`config.mk`:
```
export PLATFORM = sky130hd
export DESIGN_NAME = tmd_floor_div
export DESIGN_NICKNAME = d
export VERILOG_FILES = /design/src/rtl/tmd_pkg.sv /design/src/rtl/tmd_floor_div.sv
export SDC_FILE = /design/constraint.sdc
export NUM_CORES = 1
export LEC_CHECK = 0
export BUFFER_PORTS_ARGS = -buffer_cell sky130_fd_sc_hd__buf_2
export CAP_MARGIN = 40
export CORE_ASPECT_RATIO = 1.1
export CORE_MARGIN = 2
export CORE_UTILIZATION = 55
export CTS_CLUSTER_SIZE = 40
export DETAILED_ROUTE_END_ITERATION = 12
export PLACE_DENSITY_LB_ADDON = 0.15
export SYNTH_ARGS = -nofsm -noshare
export SYNTH_HDL_FRONTEND = slang
export SYNTH_SLANG_ARGS = --single-unit
```
`constraint.sdc`:
```
create_clock -name clk -period 5.18 [get_ports clk]
set_input_delay 1.036 -clock clk [delete_from_list [all_inputs] [get_ports clk]]
set_output_delay 1.036 -clock clk [all_outputs]
set_load 0.05 [all_outputs]
```
`src/rtl/tmd_pkg.sv`:
```
package tmd_pkg;

  localparam int MAX_SIDE_DEF   = 256;
  localparam int MAX_RADIUS_DEF = 255;

  localparam logic [8:0]  GRID_W_RST    = 9'd64;
  localparam logic [8:0]  GRID_H_RST    = 9'd64;
  localparam logic [15:0] CELL_SIZE_RST = 16'd100;

  localparam logic [2:0] ZONE_FARMLAND = 3'd0;

  typedef enum logic [2:0] {
    ACT_FILL    = 3'd0,
    ACT_CLEAR   = 3'd1,
    ACT_PAINT   = 3'd2,
    ACT_QWORLD  = 3'd3,
    ACT_QGRID   = 3'd4
  } action_t;

  typedef enum logic [2:0] {
    REG_GRID_W   = 3'd0,
    REG_GRID_H   = 3'd1,
    REG_ORIGIN_X = 3'd2,
    REG_ORIGIN_Y = 3'd3,
    REG_CELL_SZ  = 3'd4,
    REG_DEF_ZONE = 3'd5
  } reg_idx_t;

  typedef enum logic [3:0] {
    ST_IDLE,
    ST_DIVX,
    ST_DIVY,
    ST_CHECK,
    ST_FILL,
    ST_PAINT_PT,
    ST_PAINT_WR,
    ST_READ,
    ST_READ_WAIT,
    ST_OUT
  } state_t;

  typedef struct packed {
    logic start;
    logic busy;
    logic done;
  } div_ctl_t;

endpackage

```
`src/rtl/tmd_floor_div.sv`:
```
// Serial floor division of a signed 33-bit dividend by an unsigned 16-bit
// divisor, one quotient bit a cycle on the magnitude, then a floor fix.
module tmd_floor_div
  import tmd_pkg::*;
(
  input  logic               clk,
  input  logic               rst_n,
  input  logic               start,
  input  logic signed [32:0] dividend,
  input  logic [15:0]        divisor,
  output div_ctl_t           ctl,
  output logic signed [33:0] quotient
);

  logic [32:0] mag_r, mag_nxt;
  logic [32:0] quo_r, quo_nxt;
  logic [16:0] rem_r, rem_nxt;
  logic [15:0] dsr_r, dsr_nxt;
  logic        neg_r, neg_nxt;
  logic [5:0]  cnt_r, cnt_nxt;
  logic        busy_r, busy_nxt;
  logic        done_r, done_nxt;
  logic [17:0] trial;
  logic [16:0] shifted;

  always_comb begin
    mag_nxt  = mag_r;
    quo_nxt  = quo_r;
    rem_nxt  = rem_r;
    dsr_nxt  = dsr_r;
    neg_nxt  = neg_r;
    cnt_nxt  = cnt_r;
    busy_nxt = busy_r;
    done_nxt = 1'b0;
    shifted  = {rem_r[15:0], mag_r[32]};
    trial    = {1'b0, shifted} - {2'b00, dsr_r};
    if (start) begin
      neg_nxt  = dividend[32];
      mag_nxt  = dividend[32] ? 33'(-dividend) : 33'(dividend);
      dsr_nxt  = (divisor == 16'd0) ? 16'd1 : divisor;
      rem_nxt  = '0;
      quo_nxt  = '0;
      cnt_nxt  = 6'd33;
      busy_nxt = 1'b1;
    end else if (busy_r) begin
      mag_nxt = {mag_r[31:0], 1'b0};
      if (!trial[17]) begin
        rem_nxt = trial[16:0];
        quo_nxt = {quo_r[31:0], 1'b1};
      end else begin
        rem_nxt = shifted;
        quo_nxt = {quo_r[31:0], 1'b0};
      end
      cnt_nxt = cnt_r - 6'd1;
      if (cnt_r == 6'd1) begin
        busy_nxt = 1'b0;
        done_nxt = 1'b1;
      end
    end
  end

  always_ff @(posedge clk) begin
    mag_r <= mag_nxt;
    quo_r <= quo_nxt;
    rem_r <= rem_nxt;
    dsr_r <= dsr_nxt;
    neg_r <= neg_nxt;
    if (!rst_n) begin
      cnt_r  <= '0;
      busy_r <= 1'b0;
      done_r <= 1'b0;
    end else begin
      cnt_r  <= cnt_nxt;
      busy_r <= busy_nxt;
      done_r <= done_nxt;
    end
  end

  // floor: negative with a remainder rounds one further down
  always_comb begin
    if (neg_r) begin
      quotient = -$signed({1'b0, quo_r}) - ((rem_r != '0) ? 34'sd1 : 34'sd0);
    end else begin
      quotient = $signed({1'b0, quo_r});
    end
  end

  assign ctl.start = start;
  assign ctl.busy  = busy_r;
  assign ctl.done  = done_r;

`ifndef SYNTHESIS
  a_done_after_busy: assert property (@(posedge clk) disable iff (!rst_n)
    done_r |-> $past(busy_r))
    else $error("divider done without busy");
  a_busy_count: assert property (@(posedge clk) disable iff (!rst_n)
    busy_r |-> cnt_r != 6'd0)
    else $error("divider busy with zero count");
  a_start_busy: assert property (@(posedge clk) disable iff (!rst_n)
    start |=> busy_r)
    else $error("divider did not start");
`endif

endmodule

```
Word-level counts from Yosys, hierarchy flattened
Cells that the tools add are included.

storage, ports and cells
  output and inout port bits = 37
  flip-flop bits (word level) = 108
  bits of input ports = 52
  logic and storage cells = 35

operators by class
  equal/unequal tests = 1
  $add $sub $neg = 5
  bitwise operators = 2
  mux-type cells = 13
  reduce and logical (&&, ||, !) cells = 5

operator list
  cell                                                                count
  33-bit 2-to-1 mux                                                   3
  34-bit 2-to-1 mux                                                   1
  33-bit negation with 34-bit output                                  1
  34-bit by 2-bit subtractor with 34-bit output                       1
  33-bit negation                                                     1
  17-bit by 16-bit subtractor with 18-bit output                      1
  17-bit 2-to-1 mux                                                   1
  17-bit nonzero test                                                 1
  16-bit zero test                                                    1
  6-bit 2-to-1 mux                                                    2
  6-bit by 1-bit == test with 1-bit output, second input constant     1
  1-bit 2-to-1 mux                                                    6
  6-bit by 1-bit subtractor with 6-bit output, second input constant  1
  3-bit OR reduction                                                  1
  1-bit inverter                                                      2
  2-bit nonzero test                                                  1
  2-bit OR reduction                                                  1

Logic depth before layout (Yosys ltp)
  word-level depth = 4
  mapped depth = 15

Worst setup path after synthesis
Ideal clock, no wire load.

  kind = register -> output
  start point = register rem_r[0]
  end point = output port quotient[33]
  path slack = 646 ps
  stages on the path, launching flop included = 16
  data arrival time = 3498 ps
  buffers on the path = 0
  cells stage by stage = dfxtp_1 > nor4_1 > nand4_1 > nor4_1 > ha_1 > ha_1 > inv_1 > ha_1 > o21bai_1 > a221oi_2 > o21ai_2 > a311oi_2 > o21ai_2 > a211oi_4 > o31ai_1 > mux2i_1

on the way
  longest elaborated chain between the ends = 4

RTL lines
  element                                        line                 RTL
  from (decl)                                    tmd_floor_div.sv:17  logic [16:0] rem_r, rem_nxt;
  from (signal assigned)                         tmd_floor_div.sv:65  rem_r <= rem_nxt;
  17-bit nonzero test                            tmd_floor_div.sv:82  quotient = -$signed({1'b0, quo_r}) - ((rem_r != '0) ? 34'sd1 : 34'sd0);
  1-bit 2-to-1 mux                               tmd_floor_div.sv:82
  34-bit by 2-bit subtractor with 34-bit output  tmd_floor_div.sv:82
  34-bit 2-to-1 mux                              tmd_floor_div.sv:81  if (neg_r) begin
  to (decl)                                      tmd_floor_div.sv:12  output logic signed [33:0] quotient

No other way between the ends.

Worst setup path after layout
  start point = register rem_r[0]
  end point = output port quotient[29]

Same word-level chain as after synthesis.

==> out/qor.yml <==
outcome: "finished, final reports clean"
setup_slack_ps: 260
timing_worst_slew_pin_value_ps: 743
crit_path_end: "quotient[29]"
cts_hold_buffers: 0
timing_hold_violations_final: 0
worst_setup_path_startpoint: "rem_r[0]"
placement.io_buffers: 88
final_max_slew_viol_count: 0
placement.cell_area_sq_um: 8360
r2r-start: "dsr_r[1]"
final_util_pct: 62.4
drt_first_iter_violations: 414
ctsHtreeMaxLevel: 3
hold-path-cell-count: 2
hpwlAfterDp_mm: 12.0
peakVddDrop_mv: 0.146
die_area_sq_um: 15300
n_antenna_cell: 0
initial_core_util_pct: 56.6
yosysUniqueCellTypes: 71
post_drt_via_cell_ratio: 5.60
postSynthRegisterBits: 108
intPower_mw: 1.58
area_share_of_the_largest_cell_type_after_synthesis_pct: 19.1
tns_ps: 0
synth_fp_nets: 1025
post_synthesis_cells: 918
holdWs_ps: 492
grt_use_total_pct: 21.4
placement.setup.worst_slack_ps: 494
finalClockSkew_ps: 8.13
synth_edf_count: 50
post_synth_main_area_contributors: "sky130_fd_sc_hd__edfxtp_1, sky130_fd_sc_hd__dfxtp_1, sky130_fd_sc_hd__ha_1"
critical_path.cell_chain: "nor4_1 -> nand4_1 -> nor4_1 -> ha_1 -> ha_1 -> inv_1 -> ha_1 -> o21bai_1 -> a221oi_2 -> o21ai_2 -> a311oi_2 -> o21ai_2 -> a211oi_4 -> o2111a_1 -> or3_1 -> buf_2"
critPathKind: "register to output port"
grt_pass1_vias: 5831
fin_crit_sh_pct: 95.0
cp_slowest_cell: "sky130_fd_sc_hd__dfxtp_1"
post_route_cells_drive_above_1_share_pct: 14.2
setup_repair_after_global_routing_missed_its_margin: "false"
ff2ff_path_depth: 10
crit_path_frequent_cell: "sky130_fd_sc_hd__ha_1"
ys.warnings.count: 0
rrSetupSlack_ps: 2160
synth.cell_area_sq_um: 7870
detail-route-antenna-nets: 0
synth_top_flop_cell: "sky130_fd_sc_hd__dfxtp_1"
fmax_mhz: 203
critPathMaxFanout: 5
io_pins: 89
synthToLayoutAreaGrowth_pct: 10.2
max_cap_viol_count: 0
critPathLaunchType: "register"
p_leak_nw: 3.83
switching_share_pct: 31.7
finalNetCount: 1071
async_reset_ff_share_pct: 0
design.core.area_sq_um: 13900
detail_route.drc_violations: 0
syn_area_per_cell_sq_um: 8.58
timing.critical_path.to_type: "output port"
postLayoutCellArea_sq_um: 8680
critPathArrivalTime_ps: 3880
clk_pin_slew_worst_paths_ps: 70
clock_period_minus_final_worst_setup_slack_ps: 4920
grt_pass1_wl_mm: 27.1
yosysTopAreaCell: "sky130_fd_sc_hd__edfxtp_1"
fp.dieH_um: 129
post_synthesis_sequential_area_ratio_pct: 33.8
cp.required_ps: 4140
grt_start_max_net_pins: 70
die_width_um: 118
place_congestion: 0.953
critPathMaxStageDelay_ps: 360
setup-violations-final: 0
drt-wirelength-per-cell_um: 14.1
global_route.overflow_total: 0
power_frac_comb_pct: 26.9
routed_wl_mm: 16.3
crit-reg2reg-capture: "rem_r[7]"
p_sw_mw: 0.737
cts.root.buffer_cell: "sky130_fd_sc_hd__clkbuf_16"
placement_rows: 45
worst_max_slew_margin_expressed_relative_to_the_limit_pct: 50.5
max_buffers_root_to_sink: 2
clock_sink_count: 108
cts_made_buffers: 9
route.vias.total: 6483
clock_latency_ps: 350
seq_power_share_pct: 42.9
tritoncts_clock_tree: "built"
power_density_nw_per_um2: 268
power_frac_clock_pct: 30.2
min-delay-path-class: "register to register"
first_pass_iters: 4
grt_antenna_before_repair: 1
state kept, by name, indices dropped and copies added (netlist names):
name and flops:
cnt_r 6, dsr_r 16, mag_r 33, done_r 1
rem_r 17, quo_r 33, busy_r 1, neg_r 1
synthesized netlist by cell type, types with 3 or more instances:
| library cell | count |
|---|---|
| sky130_fd_sc_hd__dfxtp_1 | 58 |
| sky130_fd_sc_hd__a31o_2 | 5 |
| sky130_fd_sc_hd__a31oi_1 | 5 |
| sky130_fd_sc_hd__and2_1 | 3 |
| sky130_fd_sc_hd__a211oi_1 | 11 |
| sky130_fd_sc_hd__nor2_1 | 113 |
| sky130_fd_sc_hd__o21ai_1 | 7 |
| sky130_fd_sc_hd__nor3_1 | 14 |
| sky130_fd_sc_hd__buf_4 | 3 |
| sky130_fd_sc_hd__nand3_1 | 11 |
| sky130_fd_sc_hd__xor2_1 | 47 |
| sky130_fd_sc_hd__clkbuf_1 | 48 |
| sky130_fd_sc_hd__buf_1 | 7 |
| sky130_fd_sc_hd__o31a_1 | 3 |
| sky130_fd_sc_hd__a21boi_0 | 4 |
| sky130_fd_sc_hd__edfxtp_1 | 50 |
| sky130_fd_sc_hd__o21bai_1 | 7 |
| sky130_fd_sc_hd__or3_1 | 5 |
| sky130_fd_sc_hd__mux2_2 | 6 |
| sky130_fd_sc_hd__o2111ai_1 | 3 |
| sky130_fd_sc_hd__nor2b_1 | 3 |
| sky130_fd_sc_hd__o21a_1 | 5 |
| sky130_fd_sc_hd__mux2i_1 | 52 |
| sky130_fd_sc_hd__a21o_1 | 24 |
| sky130_fd_sc_hd__nor4_1 | 12 |
| sky130_fd_sc_hd__o211ai_1 | 5 |
| sky130_fd_sc_hd__a21oi_1 | 73 |
| sky130_fd_sc_hd__o31ai_1 | 12 |
| sky130_fd_sc_hd__nand2_1 | 57 |
| sky130_fd_sc_hd__and3_1 | 3 |
| sky130_fd_sc_hd__a211o_1 | 3 |
| sky130_fd_sc_hd__o21ai_0 | 41 |
| sky130_fd_sc_hd__ha_1 | 54 |
| sky130_fd_sc_hd__inv_1 | 68 |
| sky130_fd_sc_hd__a311oi_1 | 3 |
| sky130_fd_sc_hd__nand4_1 | 11 |
| sky130_fd_sc_hd__nand2b_1 | 10 |
| sky130_fd_sc_hd__or2_2 | 3 |
| sky130_fd_sc_hd__xnor2_1 | 24 |
| sky130_fd_sc_hd__or4_1 | 6 |
stage by stage:
stage,total power [mW],std cells
2_1_floorplan,1.50,918
3_3_place_gp,1.63,1139
3_5_place_dp,1.64,1140
4_1_cts,2.33,1156
5_1_grt,2.44,1157
6_report,2.32,1157
area by class of cell:
type / count / area (sq um)
multi-input combinational: 682 / 4720
tap: 188 / 235
sequential: 108 / 2660
timing repair buffer: 94 / 498
clock buffer: 11 / 254
clock inverter: 5 / 50.0
inverter: 69 / 259
fill: 1254 / 5230
repair_timing:
action | CTS | global route
setup endpoints to repair | 0 | 4
gates resized for setup | 0 | 2
setup buffers | 0 | 1
how the worst min path moves through the flow:
stage | from | endpoint
after floorplan | rem_r[16] | rem_r[16]
after global placement | quo_r[0] | quo_r[0]
after detailed placement | quo_r[0] | quo_r[0]
after CTS | rem_r[16] | rem_r[16]
after global routing | quo_r[0] | quo_r[0]
final | quo_r[0] | quo_r[0]
cell families after synthesis:
group           synth area share [%]
flops                           33.8
mux                             7.47
simple gates                    15.2
buf+inv                         6.34
fa+ha+maj                       8.84
xor+xnor                        7.90
compound gates                  20.4
placed cells by master, fill, tap and decap left out, types with 4 or more instances in the layout:
master	netlist	routed
sky130_fd_sc_hd__nor2_1	113	113
sky130_fd_sc_hd__buf_2	0	86
sky130_fd_sc_hd__a21oi_1	73	73
sky130_fd_sc_hd__inv_1	68	68
sky130_fd_sc_hd__nand2_1	57	57
sky130_fd_sc_hd__dfxtp_1	58	57
sky130_fd_sc_hd__ha_1	54	54
sky130_fd_sc_hd__mux2i_1	52	52
sky130_fd_sc_hd__edfxtp_1	50	50
sky130_fd_sc_hd__xor2_1	47	47
sky130_fd_sc_hd__o21ai_0	41	41
sky130_fd_sc_hd__xnor2_1	24	24
sky130_fd_sc_hd__a21o_1	24	24
sky130_fd_sc_hd__nor3_1	14	14
sky130_fd_sc_hd__nor4_1	12	12
sky130_fd_sc_hd__nand4_1	11	11
sky130_fd_sc_hd__nand3_1	11	11
sky130_fd_sc_hd__o31ai_1	12	11
sky130_fd_sc_hd__a211oi_1	11	11
sky130_fd_sc_hd__nand2b_1	10	10
sky130_fd_sc_hd__clkbuf_16	0	10
sky130_fd_sc_hd__o21ai_1	7	7
sky130_fd_sc_hd__o21bai_1	7	7
sky130_fd_sc_hd__or4_1	6	6
sky130_fd_sc_hd__mux2_2	6	6
sky130_fd_sc_hd__buf_4	3	6
sky130_fd_sc_hd__a31o_2	5	5
sky130_fd_sc_hd__or3_1	5	5
sky130_fd_sc_hd__a31oi_1	5	5
sky130_fd_sc_hd__o211ai_1	5	5
sky130_fd_sc_hd__o21a_1	5	5
sky130_fd_sc_hd__a21boi_0	4	4
power groups by stage:
stage                     sequential (mW)  combinational, mW  clock, mW
final                               0.996              0.624      0.702
after global routing                 1.00              0.685      0.749
after CTS                           0.996              0.623      0.715
after detailed placement             1.01              0.620          0
after global placement               1.01              0.615          0
after floorplan                     0.998              0.501          0
layer usage:
layer  vias to the layer above  global-route usage, %  share of wire, %
met2                       144                   35.2                46
met1                      2954                   29.2                49
met5                         -                      0             0.080
li1                       3362                      -                 -
met3                        21                   3.35               3.8
met4                         2                   6.45               1.4
critical path: cells and delay by family, from the launching register on:
kind	cells	cell delay, ps
buf+inv	2	270
flops	1	360
simple gates	4	1060
compound gates	7	1300
fa+ha+maj	3	550
Note: power is estimated with default switching activity, not from simulation.
